==> src/hdl/permutation_unrank_macros.svh <==
// Assertion helpers used by the RTL file permutation_unrank.sv.
`ifndef PERMUTATION_UNRANK_MACROS_SVH
`define PERMUTATION_UNRANK_MACROS_SVH

// Same-cycle implication, disabled during reset.
`define PRM_ASSERT_IMPL(label, ck, rs, ante, cons, msg) \
  label: assert property (@(posedge ck) disable iff (rs) (ante) |-> (cons)) \
    else $error(msg);

// Next-cycle implication, disabled during reset.
`define PRM_ASSERT_NEXT(label, ck, rs, ante, cons, msg) \
  label: assert property (@(posedge ck) disable iff (rs) (ante) |=> (cons)) \
    else $error(msg);

`endif

==> src/hdl/prm_pkg.sv <==
`default_nettype none

package prm_pkg;

  localparam int COUNT_W = 5;
  localparam int RANK_W  = 62;
  localparam int VALUE_W = 5;

  typedef logic [2:0] pc_t;

  localparam pc_t STEP_WAIT = 3'd0;
  localparam pc_t STEP_FACT = 3'd1;
  localparam pc_t STEP_DIV  = 3'd2;
  localparam pc_t STEP_EMIT = 3'd3;
  localparam pc_t STEP_ERR  = 3'd4;

  typedef enum logic [1:0] {
    COND_NEXT,
    COND_INPUT,
    COND_GE,
    COND_SLOT
  } cond_t;

  typedef struct packed {
    logic  load;
    logic  fact_load;
    logic  sub;
    logic  emit_val;
    logic  emit_err;
    cond_t cond;
    pc_t   target_a;
    pc_t   target_b;
  } ctl_t;

  function automatic logic [RANK_W-1:0] fact(input logic [COUNT_W-1:0] n);
    logic [RANK_W-1:0] f;
    unique case (n)
      5'd0:    f = 62'd1;
      5'd1:    f = 62'd1;
      5'd2:    f = 62'd2;
      5'd3:    f = 62'd6;
      5'd4:    f = 62'd24;
      5'd5:    f = 62'd120;
      5'd6:    f = 62'd720;
      5'd7:    f = 62'd5040;
      5'd8:    f = 62'd40320;
      5'd9:    f = 62'd362880;
      5'd10:   f = 62'd3628800;
      5'd11:   f = 62'd39916800;
      5'd12:   f = 62'd479001600;
      5'd13:   f = 62'd6227020800;
      5'd14:   f = 62'd87178291200;
      5'd15:   f = 62'd1307674368000;
      5'd16:   f = 62'd20922789888000;
      5'd17:   f = 62'd355687428096000;
      5'd18:   f = 62'd6402373705728000;
      5'd19:   f = 62'd121645100408832000;
      5'd20:   f = 62'd2432902008176640000;
      default: f = '1;
    endcase
    return f;
  endfunction

  // Control store: one word per step.
  function automatic ctl_t ucode(input pc_t pc);
    ctl_t c;
    c = '0;
    c.cond = COND_NEXT;
    c.target_a = STEP_WAIT;
    c.target_b = STEP_WAIT;
    unique case (pc)
      STEP_WAIT: begin
        c.load = 1'b1;
        c.cond = COND_INPUT;
        c.target_a = STEP_FACT;
        c.target_b = STEP_ERR;
      end
      STEP_FACT: begin
        c.fact_load = 1'b1;
        c.cond = COND_NEXT;
        c.target_a = STEP_DIV;
      end
      STEP_DIV: begin
        c.sub = 1'b1;
        c.cond = COND_GE;
        c.target_a = STEP_EMIT;
      end
      STEP_EMIT: begin
        c.emit_val = 1'b1;
        c.cond = COND_SLOT;
        c.target_a = STEP_FACT;
        c.target_b = STEP_WAIT;
      end
      STEP_ERR: begin
        c.emit_err = 1'b1;
        c.cond = COND_SLOT;
      end
      default: begin
        c.cond = COND_NEXT;
      end
    endcase
    return c;
  endfunction

endpackage

`default_nettype wire

==> src/hdl/prm_in_if.sv <==
`default_nettype none

interface prm_in_if;
  logic                          valid;
  logic                          ready;
  logic [prm_pkg::COUNT_W-1:0]   count;
  logic [prm_pkg::RANK_W-1:0]    rank;

  modport source (output valid, output count, output rank, input ready);
  modport sink   (input valid, input count, input rank, output ready);
endinterface

`default_nettype wire

==> src/hdl/prm_out_if.sv <==
`default_nettype none

interface prm_out_if;
  logic                          valid;
  logic                          ready;
  logic [prm_pkg::VALUE_W-1:0]   value;
  logic                          last;
  logic                          rank_error;

  modport source (output valid, output value, output last, output rank_error, input ready);
  modport sink   (input valid, input value, input last, input rank_error, output ready);
endinterface

`default_nettype wire

==> src/hdl/permutation_unrank.sv <==
// Lexicographic permutation unranking. Each input word (count n, rank k) yields the
// n values of the k-th permutation of 1..n, one output word per value, last marked;
// a count of zero or above MAX_ELEMENTS, or a rank of n! or more, yields one word
// with value 0, last and rank_error set. A small control store steps a datapath
// that divides the remaining rank by a factorial through repeated
// subtraction, walking a pointer over the unused-value mask once per subtraction.
// An item is accepted in the wait step; per value, the factorial step loads the
// divisor, the divide step subtracts it while the rank is not below it, and the
// emit step sends the value; an error item goes to the error step. Output stalls
// hold the emit steps; the next word is accepted while the final result still waits.
`default_nettype none

`include "permutation_unrank_macros.svh"

module permutation_unrank #(
  parameter int MAX_ELEMENTS = 20
) (
  input  logic      clk,
  input  logic      rst,
  prm_in_if.sink    items,
  prm_out_if.source results
);

  localparam int PW = (MAX_ELEMENTS > 1) ? $clog2(MAX_ELEMENTS) : 1;

  prm_pkg::pc_t  pc;
  prm_pkg::pc_t  pc_next;
  prm_pkg::ctl_t ctl;

  logic [MAX_ELEMENTS-1:0]          mask;
  logic [prm_pkg::RANK_W-1:0]       rank_left;
  logic [prm_pkg::COUNT_W-1:0]      digits_left;
  logic [prm_pkg::RANK_W-1:0]       divisor;
  logic [PW-1:0]                    ptr;

  logic                             out_valid;
  logic [prm_pkg::VALUE_W-1:0]      out_value;
  logic                             out_last;
  logic                             out_err;

  logic                             accept;
  logic                             in_bad;
  logic [MAX_ELEMENTS-1:0]          init_mask;
  logic                             ge;
  logic                             final_digit;
  logic                             slot_free;
  logic [MAX_ELEMENTS-1:0]          above;
  logic [MAX_ELEMENTS-1:0]          pe_in;
  logic [PW-1:0]                    pe_out;

  assign ctl = prm_pkg::ucode(pc);

  assign items.ready = (ctl.cond == prm_pkg::COND_INPUT);
  assign accept      = items.valid && items.ready;

  assign in_bad = (items.count == '0) ||
                  (items.count > prm_pkg::COUNT_W'(MAX_ELEMENTS)) ||
                  (items.rank >= prm_pkg::fact(items.count));

  assign ge          = rank_left >= divisor;
  assign final_digit = digits_left == prm_pkg::COUNT_W'(1);
  assign slot_free   = !out_valid || results.ready;

  always_comb begin
    for (int i = 0; i < MAX_ELEMENTS; i++) begin
      init_mask[i] = prm_pkg::COUNT_W'(i) < items.count;
      above[i]     = PW'(i) > ptr;
    end
  end

  // Lowest unused value, or the next one above the pointer.
  assign pe_in = ctl.fact_load ? mask : (mask & above);

  always_comb begin
    pe_out = '0;
    for (int i = MAX_ELEMENTS - 1; i >= 0; i--) begin
      if (pe_in[i]) begin
        pe_out = PW'(i);
      end
    end
  end

  always_comb begin
    pc_next = pc;
    unique case (ctl.cond)
      prm_pkg::COND_NEXT: begin
        pc_next = ctl.target_a;
      end
      prm_pkg::COND_INPUT: begin
        if (items.valid) begin
          pc_next = in_bad ? ctl.target_b : ctl.target_a;
        end
      end
      prm_pkg::COND_GE: begin
        if (!ge) begin
          pc_next = ctl.target_a;
        end
      end
      prm_pkg::COND_SLOT: begin
        if (slot_free) begin
          pc_next = (ctl.emit_err || final_digit) ? ctl.target_b : ctl.target_a;
        end
      end
      default: begin
        pc_next = prm_pkg::STEP_WAIT;
      end
    endcase
  end

  always_ff @(posedge clk) begin
    if (rst) begin
      pc <= prm_pkg::STEP_WAIT;
    end else begin
      pc <= pc_next;
    end
  end

  always_ff @(posedge clk) begin
    if (rst) begin
      out_valid <= 1'b0;
    end else if ((ctl.emit_val || ctl.emit_err) && slot_free) begin
      out_valid <= 1'b1;
    end else if (results.ready) begin
      out_valid <= 1'b0;
    end
  end

  always_ff @(posedge clk) begin
    if (ctl.load && accept) begin
      mask        <= init_mask;
      rank_left   <= items.rank;
      digits_left <= items.count;
    end
    if (ctl.fact_load) begin
      divisor <= prm_pkg::fact(digits_left - prm_pkg::COUNT_W'(1));
      ptr     <= pe_out;
    end
    if (ctl.sub && ge) begin
      rank_left <= rank_left - divisor;
      ptr       <= pe_out;
    end
    if (ctl.emit_val && slot_free) begin
      mask[ptr]   <= 1'b0;
      digits_left <= digits_left - prm_pkg::COUNT_W'(1);
      out_value   <= prm_pkg::VALUE_W'(ptr) + prm_pkg::VALUE_W'(1);
      out_last    <= final_digit;
      out_err     <= 1'b0;
    end
    if (ctl.emit_err && slot_free) begin
      out_value <= '0;
      out_last  <= 1'b1;
      out_err   <= 1'b1;
    end
  end

  assign results.valid      = out_valid;
  assign results.value      = out_value;
  assign results.last       = out_last;
  assign results.rank_error = out_err;

  `PRM_ASSERT_IMPL(a_emit_unused, clk, rst, ctl.emit_val && slot_free, mask[ptr], "value emitted twice")
  `PRM_ASSERT_NEXT(a_div_shrinks, clk, rst, ctl.sub && ge, rank_left < $past(rank_left), "rank did not shrink")
  `PRM_ASSERT_NEXT(a_err_word, clk, rst, ctl.emit_err && slot_free, results.valid && results.last && results.rank_error && (results.value == '0), "bad error word")
  `PRM_ASSERT_IMPL(a_digits_range, clk, rst, ctl.emit_val, (digits_left != '0) && (digits_left <= prm_pkg::COUNT_W'(MAX_ELEMENTS)), "digit count out of range")

endmodule

`default_nettype wire

==> src/flat_wrapper.sv <==
// flat-port wrapper written by rule: the top's interface ports become plain ports
module permutation_unrank_flat 
#(
  parameter int MAX_ELEMENTS = 20
)
  (clk, rst, items_valid, items_count, items_rank, items_ready, results_valid, results_value, results_last, results_rank_error, results_ready);
  prm_in_if items_i ();
  prm_out_if results_i ();
  input  logic clk;
  input  logic rst;
  input wire logic [$bits(items_i.valid)-1:0] items_valid;
  input wire logic [$bits(items_i.count)-1:0] items_count;
  input wire logic [$bits(items_i.rank)-1:0] items_rank;
  output wire logic [$bits(items_i.ready)-1:0] items_ready;
  output wire logic [$bits(results_i.valid)-1:0] results_valid;
  output wire logic [$bits(results_i.value)-1:0] results_value;
  output wire logic [$bits(results_i.last)-1:0] results_last;
  output wire logic [$bits(results_i.rank_error)-1:0] results_rank_error;
  input wire logic [$bits(results_i.ready)-1:0] results_ready;
  assign items_i.valid = items_valid;
  assign items_i.count = items_count;
  assign items_i.rank = items_rank;
  assign items_ready = items_i.ready;
  assign results_valid = results_i.valid;
  assign results_value = results_i.value;
  assign results_last = results_i.last;
  assign results_rank_error = results_i.rank_error;
  assign results_i.ready = results_ready;
  permutation_unrank #(.MAX_ELEMENTS(MAX_ELEMENTS)) u_core (.clk(clk), .rst(rst), .items(items_i), .results(results_i));
endmodule
==> config.mk <==
export PLATFORM = sky130hd
export DESIGN_NAME = permutation_unrank_flat
export DESIGN_NICKNAME = d
export VERILOG_FILES = /design/src/hdl/prm_pkg.sv /design/src/hdl/prm_in_if.sv /design/src/hdl/prm_out_if.sv /design/src/hdl/permutation_unrank.sv /design/src/flat_wrapper.sv
export VERILOG_INCLUDE_DIRS = /design/src /design/src/hdl
export SDC_FILE = /design/constraint.sdc
export NUM_CORES = 1
export LEC_CHECK = 0
export ABC_AREA = 1
export BUFFER_PORTS_ARGS = -buffer_cell sky130_fd_sc_hd__buf_4
export CORE_MARGIN = 2
export CORE_UTILIZATION = 64
export CTS_BUF_LIST = sky130_fd_sc_hd__clkbuf_8
export DETAILED_ROUTE_END_ITERATION = 10
export PLACE_DENSITY_LB_ADDON = 0.3
export SYNTH_ARGS = -nofsm -noshare
export SYNTH_HDL_FRONTEND = slang
export SYNTH_SLANG_ARGS = --single-unit
==> constraint.sdc <==
create_clock -name clk -period 4.7 [get_ports clk]
set_input_delay 0.47 -clock clk [delete_from_list [all_inputs] [get_ports clk]]
set_output_delay 0.47 -clock clk [all_outputs]
set_load 0.01 [all_outputs]
Yosys cells after proc, flatten, opt, wreduce, memory -nomap -nowiden. Memory sizes are Yosys's and may differ from the RTL's. A register that Yosys moved wholly into a read port is not among the register bits. Cells that the tools add are included.

Add/sub/neg operators: 3. $lt $le $gt $ge: 45. Eq/ne operators: 11. Multiplexer cells: 47. Bitwise operators: 3. Reductions and logical operators: 23.

Operator list (count): greater-or-equal comparator 62 bit (2); 2-to-1 mux 62 bit (2); 2-to-1 mux 5 bit (24); subtractor 62 bit (1); 2-to-1 mux 20 bit (3); AND 20 bit (2); > comparator 4 x 5 -> 1 bit (first input constant) (8); < comparator 4 x 5 -> 1 bit (first input constant) (8); > comparator 3 x 5 -> 1 bit (first input constant) (4); > comparator 5 bit (first input constant) (4); < comparator 3 x 5 -> 1 bit (first input constant) (4); < comparator 5 bit (first input constant) (4); inverter 20 bit (1); 2-to-1 mux 3 bit (6); one-hot mux 2 bit (3 select lines) (2); one-hot mux 3 bit (4 select lines) (1); > comparator 1 x 5 -> 1 bit (first input constant) (2); > comparator 2 x 5 -> 1 bit (first input constant) (2); < comparator 1 x 5 -> 1 bit (first input constant) (2); < comparator 2 x 5 -> 1 bit (first input constant) (2); 2-to-1 mux 1 bit (8); nonzero test 2 bit (4); logical AND 1 bit (7); == test 3 x 2 -> 1 bit (second input constant) (2); other kinds (20) (27).

Register bits after elaboration: 103. Bits in read-only memories: 3968. Input port bits: 71. Output and inout port bits: 9. Word-level logic and storage cells: 143. Memories kept: 2.

Memories: (no name shown) (depth 32, width 62, read ports 1, clocked after memory_dff 1, wr ports 0, RTL line prm_pkg.sv:37) `unique case (n)`; (no name shown) (depth 32, width 62, read ports 1, clocked after memory_dff 0, wr ports 0, RTL line prm_pkg.sv:37).

Logic depth before layout (Yosys ltp). Gate-level depths: netlist of run 1.

Word-level depth: 25. Gate-level depth with buffers: 25. Depth with buffers taken out: 24.

Worst setup path after synthesis of run 1. No wires, ideal clock.

Path type: reg2reg. Start: register u_core.divisor[0] in the netlist's numbering. End: register u_core.rank_left[0] in the netlist's numbering, enable pin. Library setup time: 0.422 ns. Arrival: 3.723 ns. Required time: 4.278 ns. Setup slack: 0.555 ns. Cell stages (with the launch flop): 20. Buffers on the path: 2. Period minus slack after synthesis: 4.145 ns. Cell sequence: edfxtp_1 -> ha_1 -> fa_1 -> o21ai_2 -> nand2_1 -> nand3_2 -> nand2_1 -> nand2_2 -> nand2_1 -> nand2_2 -> nand2_2 -> nand2_2 -> nand2_1 -> nand3_2 -> nand3_2 -> o211ai_2 -> nand2_4 -> buf_12 -> buf_6 -> nand2_1.

Word-level cells in the longest chain between the ends: 3.

Ends and longest elaborated chain: start, declared (RTL line permutation_unrank.sv:33) `logic [prm_pkg::RANK_W-1:0] divisor;`; greater-or-equal comparator 62 bit (RTL line permutation_unrank.sv:60) `assign ge = rank_left >= divisor;`; logical AND 1 bit (RTL line permutation_unrank.sv:138) `if (ctl.sub && ge) begin`; nonzero test 2 bit (no source line); end signal, assigned (RTL line permutation_unrank.sv:131) `rank_left <= items.rank;`; end signal, assigned (RTL line permutation_unrank.sv:139) `rank_left <= rank_left - divisor;`; end, declared (RTL line permutation_unrank.sv:31) `logic [prm_pkg::RANK_W-1:0] rank_left;`.

Every way passes these cells. A chain may end at the register's enable or synchronous reset.

Worst setup path in the final report of run 1.
Start: register u_core.divisor[0] in the netlist's numbering. End: register u_core.rank_left[41] in the netlist's numbering, enable pin.

The elaborated chain is that of the path after synthesis.

==> results of run 1 <==
==> final timing paths <==
check | slack, ns | cells after the start | end | start
worst min-delay path | 0.17 | 2 | u_core.pc[2]$_SDFFE_PP0P_ | rst
worst min register to register | 0.46 | 2 | u_core.results.rank_error$_SDFFE_PP1P_ | u_core.results.rank_error$_SDFFE_PP1P_
worst max-delay path | 0.97 | 18 | u_core.rank_left[41]$_DFFE_PP_ | u_core.divisor[0]$_DFFE_PP_
worst max register to register | 0.97 | 18 | u_core.rank_left[41]$_DFFE_PP_ | u_core.divisor[0]$_DFFE_PP_
==> cell usage in the layout (no fill, tap or decap), types with 4 or more instances in the layout <==
cell,count
xor2_1,20
edfxtp_1,121
a211oi_1,5
a32oi_1,4
nor2_1,181
nand4_1,16
inv_1,247
xnor2_1,37
o21ai_2,36
dfxtp_1,31
nor3_1,22
o211ai_1,11
o31ai_1,5
o21bai_1,4
nand3_1,49
ha_1,147
o21a_1,15
buf_4,88
a21oi_1,162
a21o_1,9
clkbuf_8,17
o21ai_1,16
o221ai_1,6
nor4_1,7
nand2_1,360
o21ai_0,156
inv_2,7
a31oi_1,24
inv_6,4
nand2_2,26
==> sequential cells by signal, indices dropped and copies added, names as in the netlist <==
signal                     cells
u_core.results.last            1
u_core.divisor                49
u_core.mask                   20
u_core.digits_left             5
u_core.ptr                     5
u_core.results.rank_error      1
u_core.rank_left              62
u_core.results.valid           1
u_core.results.value           5
u_core.pc                      3
==> metrics by stage <==
step / util / total power [mW] / area [um2]
global placement: 0.698 / 8.72 / 14200
finish: 0.718 / 10.2 / 14600
floorplan: - / 7.08 / 13400
detailed placement: 0.698 / 8.86 / 14200
global route: 0.718 / 10.9 / 14600
CTS: 0.718 / 9.97 / 14600
==> power groups by stage <==
stage	Clock, mW	Combinational [mW]	Sequential, mW
after floorplan	0	4.62	2.46
after global placement	0	6.18	2.54
after detailed placement	0	6.31	2.55
after CTS	1.07	6.37	2.53
after global routing	1.12	7.19	2.58
final	1.08	6.56	2.55
==> layout make-up <==
| class | count | area, um2 | share of cell area |
|---|---|---|---|
| multi-input cells | 1359 | 7980 | 0.546 |
| flip-flops and latches | 152 | 4250 | 0.291 |
| inverters | 255 | 957 | 0.0655 |
| repair buffers | 89 | 681 | 0.0466 |
| well taps | 270 | 338 | 0.0231 |
| clock buffers | 17 | 234 | 0.0160 |
| clock inverters | 15 | 166 | 0.0114 |
==> critical path, delay by kind of cell, from the launching register on <==
kind / cells / cell delay, ns
and+or+nand+nor: 13 / 1.48
buffers and inverters: 1 / 0.49
adders and majority gates: 2 / 0.66
AOI/OAI and AO/OA: 2 / 0.31
DFF: 1 / 0.38
==> per-layer routing <==
metal | wire length, um | part of all wire | vias to the layer above | global-route usage
met5 | 0 | 0 | - | 0
met2 | 20400 | 0.46 | 842 | 0.666
li1 | - | - | 6299 | -
met4 | 1960 | 0.044 | 0 | 0.164
met3 | 4850 | 0.11 | 144 | 0.0813
met1 | 17600 | 0.39 | 6171 | 0.529
==> kinds of logic (layout without fill, tap and decap cells) <==
group                      Yosys count  after routing  share of synthesized area
and+or+nand+nor                    675            675                      0.209
DFF                                152            152                      0.317
adders and majority gates          148            148                      0.139
buffers and inverters              294            376                     0.0871
AOI/OAI and AO/OA                  479            479                      0.210
xor gates and xnor gates            57             57                     0.0373
==> run_results.csv, run 1 <==
group,metric,value,unit
setup_path,cp.arrival,3.83,ns
cts,cts.sinks,152,
timing,worstMarginPinSlew,0.815,ns
synthesis,yosysMostFrequentCell,"nand2_1",
die,rows,52,
synthesis,synthArstFlopShare,0,
worst_hold_path,hold_path.class,"in -> reg",
timing,drv_slew,0,
timing,final.period_utilization,0.793,
finish,n_antenna_cell,0,
synthesis,synth_area_per_cell,7.42,um2
setup_path,critPathMostFrequentCell,"nand2_2",
finish,syn_to_final_growth,9.04,%
synthesis,syn-num-nets,2024,
cts,cts_htree_levels,4,
run,drv_cap,0,
pwr,p_int,4.82,mW
synthesis,ys.flop_type,"edfxtp_1",
timing,rsz0062_at_grt,"no",
placement,dpl.cell_count,2125,
timing,relSlewSlack,0.456,
cts,cts_root_buffer,"clkbuf_8",
routing,antenna_left,0,
routing,wl_per_cell,20.8,um
pwr,powerDensity,698,mW/mm2
timing,fin_worst_skew,0.0224,ns
setup_path,cp_data_required_time,4.81,ns
routing,wl,44.8,mm
status,failed_checks,"design-rule violations",
finish,layout.nets,2093,
finish,drive_gt1_frac,0.108,
global_route,overflow,0,
synthesis,synth-edff-count,121,
timing,fmax,0.268,GHz
timing,hold_violations,0,
routing,drt_iter0_markers,1600,
routing,via_per_inst,6.24,
cts,cts_setup_buffers,0,
setup_path,cpPeakStageDelay,0.49,ns
cts,hold_buffers,0,
timing,layout_setup_ws,0.971,ns
die,die-area,0.0221,mm2
timing,fin_crit,3.73,ns
synthesis,synthTopCellsByArea,"edfxtp_1 (27%), ha_1 (14%), nand2_1 (10%), inv_1 (6.9%), a21oi_1 (6.0%)",
global_route,antenna_found_initial,0,
pwr,switching_share,0.527,
timing,setup_tns,0,ns
routing,vias,13456,
die,die_y,149,um
setup_path,crit_path_max_fanout,38,
global_route,grt_pass1_wl,68.6,mm
cts,worstSkewPairLatency,0.48,ns
pwr,ir_drop,0.425,mV
finish,fill_cells,1654,
routing,drc,2,
pwr,p_switching,5.37,mW
synthesis,netlist_instances,1805,
pwr,p_comb_frac,0.644,
synthesis,ys_top_cells_by_count,"nand2_1 (361), inv_1 (247), nor2_1 (181), a21oi_1 (162), o21ai_0 (156)",
synthesis,ys_ff_latch,152,
cts,cts_tree,"built",
die,boundaryPins,80,
setup_path,crit_chain,"ha_1 -> fa_1 -> o21ai_2 -> nand2_1 -> nand3_2 -> nand2_1 -> nand2_2 -> nand2_1 -> nand2_2 -> nand2_2 -> nand2_2 -> nand2_1 -> nand3_2 -> nand3_2 -> o211ai_2 -> nand2_4 -> nand2_2 -> buf_4",
routing,dr.pass1.iters,10,
die,core_area,0.0204,mm2
synthesis,synthDistinctLibCells,56,
placement,hpwl,35.8,mm
global_route,grt_max_degree,60,
synthesis,syn_area,0.0134,mm2
setup_path,path_class,"reg -> reg",
cts,cts.clk_slew.worst_paths,0.09,ns
global_route,gr-usage-all-layers,0.406,
timing,setup_viol,0,
cts,clock_path_buffers,2,
pwr,leakage,6.71,nW
die,die_w,149,um
setup_path,end_kind,"register",
pwr,seqPwrFrac,0.250,
finish,layout.cells.non_filler,2157,
status,status,"complete, but fails checks",
pwr,clkPwrFrac,0.106,
synthesis,yosys_warnings,0,
cts,cts_resized,0,
global_route,first_global_vias,12786,
placement,port_buffers,79,
placement,routabilityCongestion,0.997,
synthesis,synth_top_cell_area_share,0.271,
placement,dpl_worst_slack,0.788,ns
die,initial_core_util,0.658,
setup_path,crit_path_start_kind,"register",
cts,numCtsBuffers,17,
synthesis,yosysTopAreaCell,"edfxtp_1",
setup_path,critPathSlowestCell,"buf_4",
timing,holdWs,0.172,ns
synthesis,synth.yosys.seq_area_share,0.317,
No activity file was read; power rests on OpenSTA's default activity.
==> run 2, diff against run 1 <==
--- a/config.mk
+++ b/config.mk
@@ -9,7 +9,7 @@
 export ABC_AREA = 1
 export BUFFER_PORTS_ARGS = -buffer_cell sky130_fd_sc_hd__buf_4
 export CORE_MARGIN = 2
-export CORE_UTILIZATION = 64
+export CORE_UTILIZATION = 58
 export CTS_BUF_LIST = sky130_fd_sc_hd__clkbuf_8
 export DETAILED_ROUTE_END_ITERATION = 10
 export PLACE_DENSITY_LB_ADDON = 0.3
==> constraint.sdc (replaced) <==
create_clock -name clk -period 3.2 [get_ports clk]
set_input_delay 0.32 -clock clk [delete_from_list [all_inputs] [get_ports clk]]
set_output_delay 0.32 -clock clk [all_outputs]
set_load 0.01 [all_outputs]
==> run 2 against run 1 <==
  * The run now ends clean
  * First-iteration DRC count is 0.25% higher
  * Register-to-register slack worse by 0.89 ns
  * Largest cell class unchanged
  * Largest power group unchanged
  * Core utilization is 3.6 points lower
  * Sequential power is 45% higher
==> run_results.csv, run 2 (synthesis gave the netlist of run 1 again) <==
group,metric,value,unit
pwr,ir_drop,0.782,mV
finish,layout.nets,2174,
cts,worstSkewPairLatency,0.48,ns
global_route,grt_pass1_wl,69.9,mm
setup_path,crit_path_start_kind,"register",
setup_path,crit_chain,"ha_2 -> nand2_1 -> nor2_2 -> inv_2 -> o21ai_0 -> nand2_1 -> o211ai_1 -> a21oi_2 -> nor2_1 -> inv_1 -> o21ai_4 -> a21oi_1 -> xor2_1 -> o21ai_2",
setup_path,path_class,"reg -> reg",
finish,final_cell_mix,"nand2_1 (359), inv_1 (249), nor2_1 (180)",
worst_hold_path,hold_path.class,"in -> reg",
setup_path,end_kind,"register",
status,status,"finished clean",
setup_path,cp_data_required_time,3.43,ns
timing,final.period_utilization,0.974,
routing,drt_iter0_markers,1604,
finish,final_common_cell,"nand2_1",
setup_path,r2r_end,"u_core.rank_left[53]$_DFFE_PP_",
global_route,antenna_found_initial,0,
routing,via_per_inst,6.04,
timing,relSlewSlack,0.406,
cts,numCtsBuffers,17,
pwr,switching_share,0.497,
placement,dpl.cell_count,2219,
cts,cts_htree_levels,4,
placement,routabilityCongestion,1.07,
finish,n_antenna_cell,0,
finish,drive_gt1_frac,0.148,
die,boundaryPins,80,
setup_path,critPathMostFrequentCell,"nand2_1",
worst_hold_path,worstHoldStart,"rst",
cts,cts_tree,"built",
cts,cts_root_buffer,"clkbuf_8",
die,core_area,0.0226,mm2
run,drv_cap,0,
finish,top_regs,"u_core.rank_left x62, u_core.divisor x49, u_core.mask x20",
setup_path,critPathSlowestCell,"o21ai_0",
die,initial_core_util,0.592,
die,rows,55,
global_route,gr-usage-all-layers,0.377,
timing,fin_crit,3.12,ns
setup_path,rrSetupSlack,0.08,ns
worst_hold_path,hold_end,"u_core.pc[2]$_SDFFE_PP0P_",
pwr,seqPwrFrac,0.230,
pwr,p_int,8.10,mW
die,die-area,0.0243,mm2
finish,largest_register_ffs,62,
timing,setup_viol,0,
timing,drv_slew,0,
global_route,overflow,0,
timing,worstMarginPinSlew,0.880,ns
pwr,leakage,7.17,nW
routing,dr.pass1.iters,6,
setup_path,crit_buf_inv,2,
global_route,first_global_vias,12815,
routing,wl_per_cell,20.2,um
timing,rsz0062_at_grt,"yes",
cts,cts.sinks,152,
cts,cts.clk_slew.worst_paths,0.09,ns
finish,final_design_area_no_fill,0.0154,mm2
timing,fmax,0.321,GHz
pwr,clkPwrFrac,0.114,
setup_path,reg2reg_from,"u_core.rank_left[9]$_DFFE_PP_",
routing,vias,13610,
setup_path,reg2reg_depth,14,
placement,port_buffers,79,
finish,fin_util,0.682,
global_route,grt_max_degree,57,
timing,hold_violations,0,
routing,antenna_left,0,
die,die_y,156,um
setup_path,cpPeakStageDelay,0.43,ns
finish,layout.cells.non_filler,2253,
finish,syn_to_final_growth,15.2,%
pwr,powerDensity,1040,mW/mm2
worst_hold_path,hold_depth,2,
timing,setup_tns,0,ns
setup_path,crit_path_max_fanout,6,
setup_path,cp.arrival,3.34,ns
finish,regMostFlops,"u_core.rank_left",
die,die_w,156,um
timing,fin_worst_skew,0.0250,ns
placement,hpwl,36.8,mm
timing,holdWs,0.0358,ns
routing,drc,0,
setup_path,path_delay_family,"compound AO/OA/AOI/OAI gates",
placement,place_area,0.0149,mm2
routing,wl,45.6,mm
pwr,p_comb_frac,0.656,
pwr,p_switching,8.00,mW
cts,clock_path_buffers,2,
-- run 2: cell types whose count changed in the layout (fill, tap and decap cells not counted), moves of 2 or more --
| cell | delta |
|---|---|
| buf_4 | +76 |
| a21oi_1 | -4 |
| a21oi_2 | +4 |
| bufinv_16 | +4 |
| buf_12 | +3 |
| inv_8 | -3 |
| o21ai_0 | -3 |
| o21ai_1 | +3 |
| ha_1 | -2 |
| ha_2 | +2 |
| inv_1 | +2 |
| inv_6 | -2 |
-- run 2: through the flow --
step	power [mW]	setup slack (ns)
floorplan	10.4	0.189
global placement	13.7	0.0553
detailed placement	13.8	0.0650
CTS	15.7	0.0162
global route	17.2	-0.0325
finish	16.1	0.0832
-- run 2: power groups by stage --
stage                     clock (mW)  sequential [mW]  combinational, mW
final                           1.83             3.70               10.6
after global routing            1.89             3.77               11.6
after CTS                       1.83             3.69               10.2
after detailed placement           0             3.72               10.1
after global placement             0             3.71               9.96
after floorplan                    0             3.59               6.80
-- run 2: what timing repair did --
action                     in CTS  in global routing
setup buffers                   0                  2
hold buffers                    0                  0
resized for setup               0                 18
setup endpoints to repair       0                106
-- run 2: worst max-delay path by stage --
stage,slack [ns],start,cells past startpoint,to
2_1_floorplan,0.19,u_core.divisor[0]$_DFFE_PP_,19,u_core.rank_left[0]$_DFFE_PP_
3_3_place_gp,0.06,u_core.divisor[0]$_DFFE_PP_,14,u_core.rank_left[56]$_DFFE_PP_
3_5_place_dp,0.07,u_core.divisor[0]$_DFFE_PP_,14,u_core.rank_left[56]$_DFFE_PP_
4_1_cts,0.02,u_core.divisor[0]$_DFFE_PP_,14,u_core.rank_left[56]$_DFFE_PP_
5_1_grt,-0.03,u_core.divisor[0]$_DFFE_PP_,19,u_core.rank_left[14]$_DFFE_PP_
6_report,0.08,u_core.rank_left[9]$_DFFE_PP_,14,u_core.rank_left[53]$_DFFE_PP_
-- run 2: cell type report --
class	count	area, um2
multi-input combinational	1359	8050
clock buffer	18	248
tap	285	357
fill	1985	7200
clock inverter	14	230
sequential	152	4250
inverter	255	957
timing repair buffer	170	1350
-- run 2: layer usage --
metal | track usage | part of all wire
met1 | 0.514 | 0.43
met2 | 0.601 | 0.45
met3 | 0.0658 | 0.086
met4 | 0.142 | 0.039
met5 | 0 | 0
==> run 3, diff against run 2 <==
--- a/config.mk
+++ b/config.mk
@@ -6,12 +6,11 @@
 export SDC_FILE = /design/constraint.sdc
 export NUM_CORES = 1
 export LEC_CHECK = 0
-export ABC_AREA = 1
-export BUFFER_PORTS_ARGS = -buffer_cell sky130_fd_sc_hd__buf_4
 export CORE_MARGIN = 2
-export CORE_UTILIZATION = 58
+export CORE_UTILIZATION = 61
 export CTS_BUF_LIST = sky130_fd_sc_hd__clkbuf_8
 export DETAILED_ROUTE_END_ITERATION = 10
+export DONT_BUFFER_PORTS = 1
 export PLACE_DENSITY_LB_ADDON = 0.3
 export SYNTH_ARGS = -nofsm -noshare
 export SYNTH_HDL_FRONTEND = slang
==> run 3 against run 2 <==
  * The run now ends with negative setup slack left
  * Largest power group unchanged
  * Maximum frequency decreased by 3.9%
  * Clock power decreased by 21%
  * First-iteration DRC count decreased by 5.4%
  * Largest cell class unchanged
==> run_results.csv, run 3 <==
group,metric,value,unit
status,status,"complete, but fails checks",
status,failed_checks,"negative setup slack",
finish,fin_util,0.738,
synthesis,yosys_warnings,0,
global_route,overflow,0,
timing,hold_violations,0,
cts,cts_tree,"built",
finish,drive_gt1_frac,0.205,
routing,wl,45.0,mm
finish,fill_cells,1659,
synthesis,synthDistinctLibCells,78,
die,core_area,0.0216,mm2
global_route,first_global_vias,12657,
setup_path,rrSetupSlack,-0.04,ns
die,die_w,152,um
finish,final_cell_mix,"nand2_1 (187), buf_4 (187), a21oi_1 (149)",
cts,numCtsBuffers,17,
setup_path,cp.arrival,3.47,ns
placement,port_buffers,0,
cts,cts_htree_levels,4,
timing,worstMarginPinSlew,0.879,ns
routing,drt_iter0_markers,1518,
synthesis,ys.flop_type,"edfxtp_1",
finish,top_regs,"u_core.rank_left x62, u_core.divisor x49, u_core.mask x20",
timing,setup_viol,2,
setup_path,path_class,"reg -> reg",
routing,drc,0,
finish,largest_register_ffs,62,
finish,layout.nets,1965,
global_route,antenna_found_initial,1,
die,die-area,0.0231,mm2
setup_path,path_delay_family,"compound AO/OA/AOI/OAI gates",
timing,holdWs,0.00999,ns
synthesis,netlist_instances,1611,
synthesis,ys_top_cells_by_count,"nand2_1 (202), a21oi_1 (157), ha_1 (147), edfxtp_1 (121), o21ai_0 (117)",
synthesis,syn-num-nets,1830,
finish,regMostFlops,"u_core.rank_left",
timing,rsz0062_at_grt,"yes",
finish,final_design_area_no_fill,0.0159,mm2
synthesis,yosysTopAreaCell,"edfxtp_1",
finish,seq_area,0.00425,mm2
synthesis,ys_ff_latch,152,
setup_path,crit_path_max_fanout,2,
routing,wl_per_cell,22.1,um
placement,routabilityCongestion,1.03,
setup_path,r2r_end,"u_core.rank_left[59]$_DFFE_PP_",
die,rows,54,
routing,via_per_inst,6.56,
pwr,finalPower,17.5,mW
cts,clock_path_buffers,2,
cts,worstSkewPairLatency,0.48,ns
timing,layout_setup_ws,-0.0422,ns
timing,fin_crit,3.24,ns
setup_path,end_kind,"register",
setup_path,critPathMostFrequentCell,"o31ai_4",
setup_path,reg2reg_from,"u_core.divisor[0]$_DFFE_PP_",
pwr,ir_drop,0.660,mV
finish,syn_to_final_growth,19.5,%
routing,antenna_left,0,
setup_path,endpoint,"u_core.rank_left[59]$_DFFE_PP_",
synthesis,synth_top_cell_area_share,0.272,
placement,hpwl,33.8,mm
die,initial_core_util,0.617,
routing,dr.pass1.iters,5,
synthesis,syn_area,0.0133,mm2
setup_path,critPathSlowestCell,"a2111oi_4",
synthesis,synth.yosys.seq_area_share,0.319,
run,drv_cap,0,
placement,place_area,0.0148,mm2
global_route,grt_max_degree,45,
global_route,gr-usage-all-layers,0.373,
timing,final.period_utilization,1.01,
routing,vias,13381,
global_route,grt_pass1_wl,68.5,mm
timing,drv_slew,0,
worst_hold_path,hold_path.class,"in -> reg",
die,die_y,152,um
timing,fmax,0.308,GHz
timing,setup_tns,-0.0493,ns
pwr,leakage,6.91,nW
cts,cts.clk_slew.worst_paths,0.10,ns
pwr,powerDensity,1100,mW/mm2
finish,multi_input_area,0.00889,mm2
setup_path,cp_data_required_time,3.43,ns
setup_path,reg2reg_depth,11,
setup_path,cpPeakStageDelay,0.41,ns
synthesis,synthArstFlopShare,0,
setup_path,crit_chain,"ha_2 -> fa_2 -> nor2b_4 -> o31ai_4 -> a211oi_4 -> o21ai_2 -> a2111oi_4 -> o31ai_4 -> a21oi_2 -> mux2_4 -> or3_1",
synthesis,synthTopCellsByArea,"edfxtp_1 (27%), ha_1 (14%), a21oi_1 (5.9%), nand2_1 (5.7%), dfxtp_1 (4.6%)",
timing,relSlewSlack,0.409,
synthesis,synth-edff-count,121,
cts,cts.sinks,152,
die,boundaryPins,80,
synthesis,yosysMostFrequentCell,"nand2_1",
setup_path,startpoint,"u_core.divisor[0]$_DFFE_PP_",
cts,cts_root_buffer,"clkbuf_8",
setup_path,cp.depth,11,
synthesis,synth_area_per_cell,8.29,um2
setup_path,crit_buf_inv,0,
timing,fin_worst_skew,0.0250,ns
setup_path,crit_path_start_kind,"register",
==> run 3: report_power, final <==
| part | switching [mW] | internal, mW |
|---|---|---|
| Clock | 0.839 | 0.616 |
| Combinational | 7.06 | 5.16 |
| Sequential | 0.514 | 3.31 |
| Total | 8.41 | 9.09 |
==> run 3: what timing repair did <==
item / in CTS / in global routing
hold buffers: 2 / 0
endpoints found under the setup margin: 129 / 129
gates cloned: 4 / 1
resized for setup: 49 / 72
endpoints found under the hold margin: 4 / 0
buffers inserted: 8 / 8
pin swaps: 22 / 25
==> run 3: metal layers <==
layer / vias to the layer above / global-route usage / part of all wire
met5: - / 0 / 0
met4: 0 / 0.138 / 0.034
met3: 118 / 0.0767 / 0.11
met2: 784 / 0.579 / 0.45
met1: 6278 / 0.519 / 0.41
li1: 6201 / - / -
==> run 3: metrics by stage <==
step	worst slack, ns	cells
after floorplan	-0.321	1611
after global placement	-0.180	1990
after detailed placement	-0.325	1990
after CTS	-0.125	2034
after global routing	-0.143	2039
final	-0.0422	2040
==> run 3: how the worst min path moves through the flow <==
stage | start | endpoint | slack, ns | cells after the start
6_report | items_rank[13] | u_core.rank_left[13]$_DFFE_PP_ | 0.01 | 2
5_1_grt | rst | u_core.pc[0]$_SDFFE_PP0P_ | 0.005 | 2
4_1_cts | rst | u_core.pc[0]$_SDFFE_PP0P_ | 0.005 | 2
3_5_place_dp | rst | u_core.pc[1]$_SDFFE_PP0P_ | 0.40 | 1
3_3_place_gp | rst | u_core.pc[2]$_SDFFE_PP0P_ | 0.39 | 1
2_1_floorplan | rst | u_core.pc[2]$_SDFFE_PP0P_ | 0.39 | 1
==> run 3: cells by family (layout without fill, tap and decap cells) <==
group	after synthesis	after routing	synth area share
other cells	0	1	0
flops	152	152	0.319
compound gates	577	577	0.274
mux	2	2	0.00169
xor+xnor	61	61	0.0400
buf+inv	183	331	0.0583
simple gates	488	488	0.168
fa+ha+maj	148	148	0.139
==> run 3: layout make-up <==
cell class,count,area share
clock inverters,15,0.00808
repair buffers,205,0.108
diodes,1,0.000157
well taps,280,0.0220
inverters,94,0.0226
clock buffers,17,0.0147
flip-flops and latches,152,0.267
multi-input cells,1276,0.558
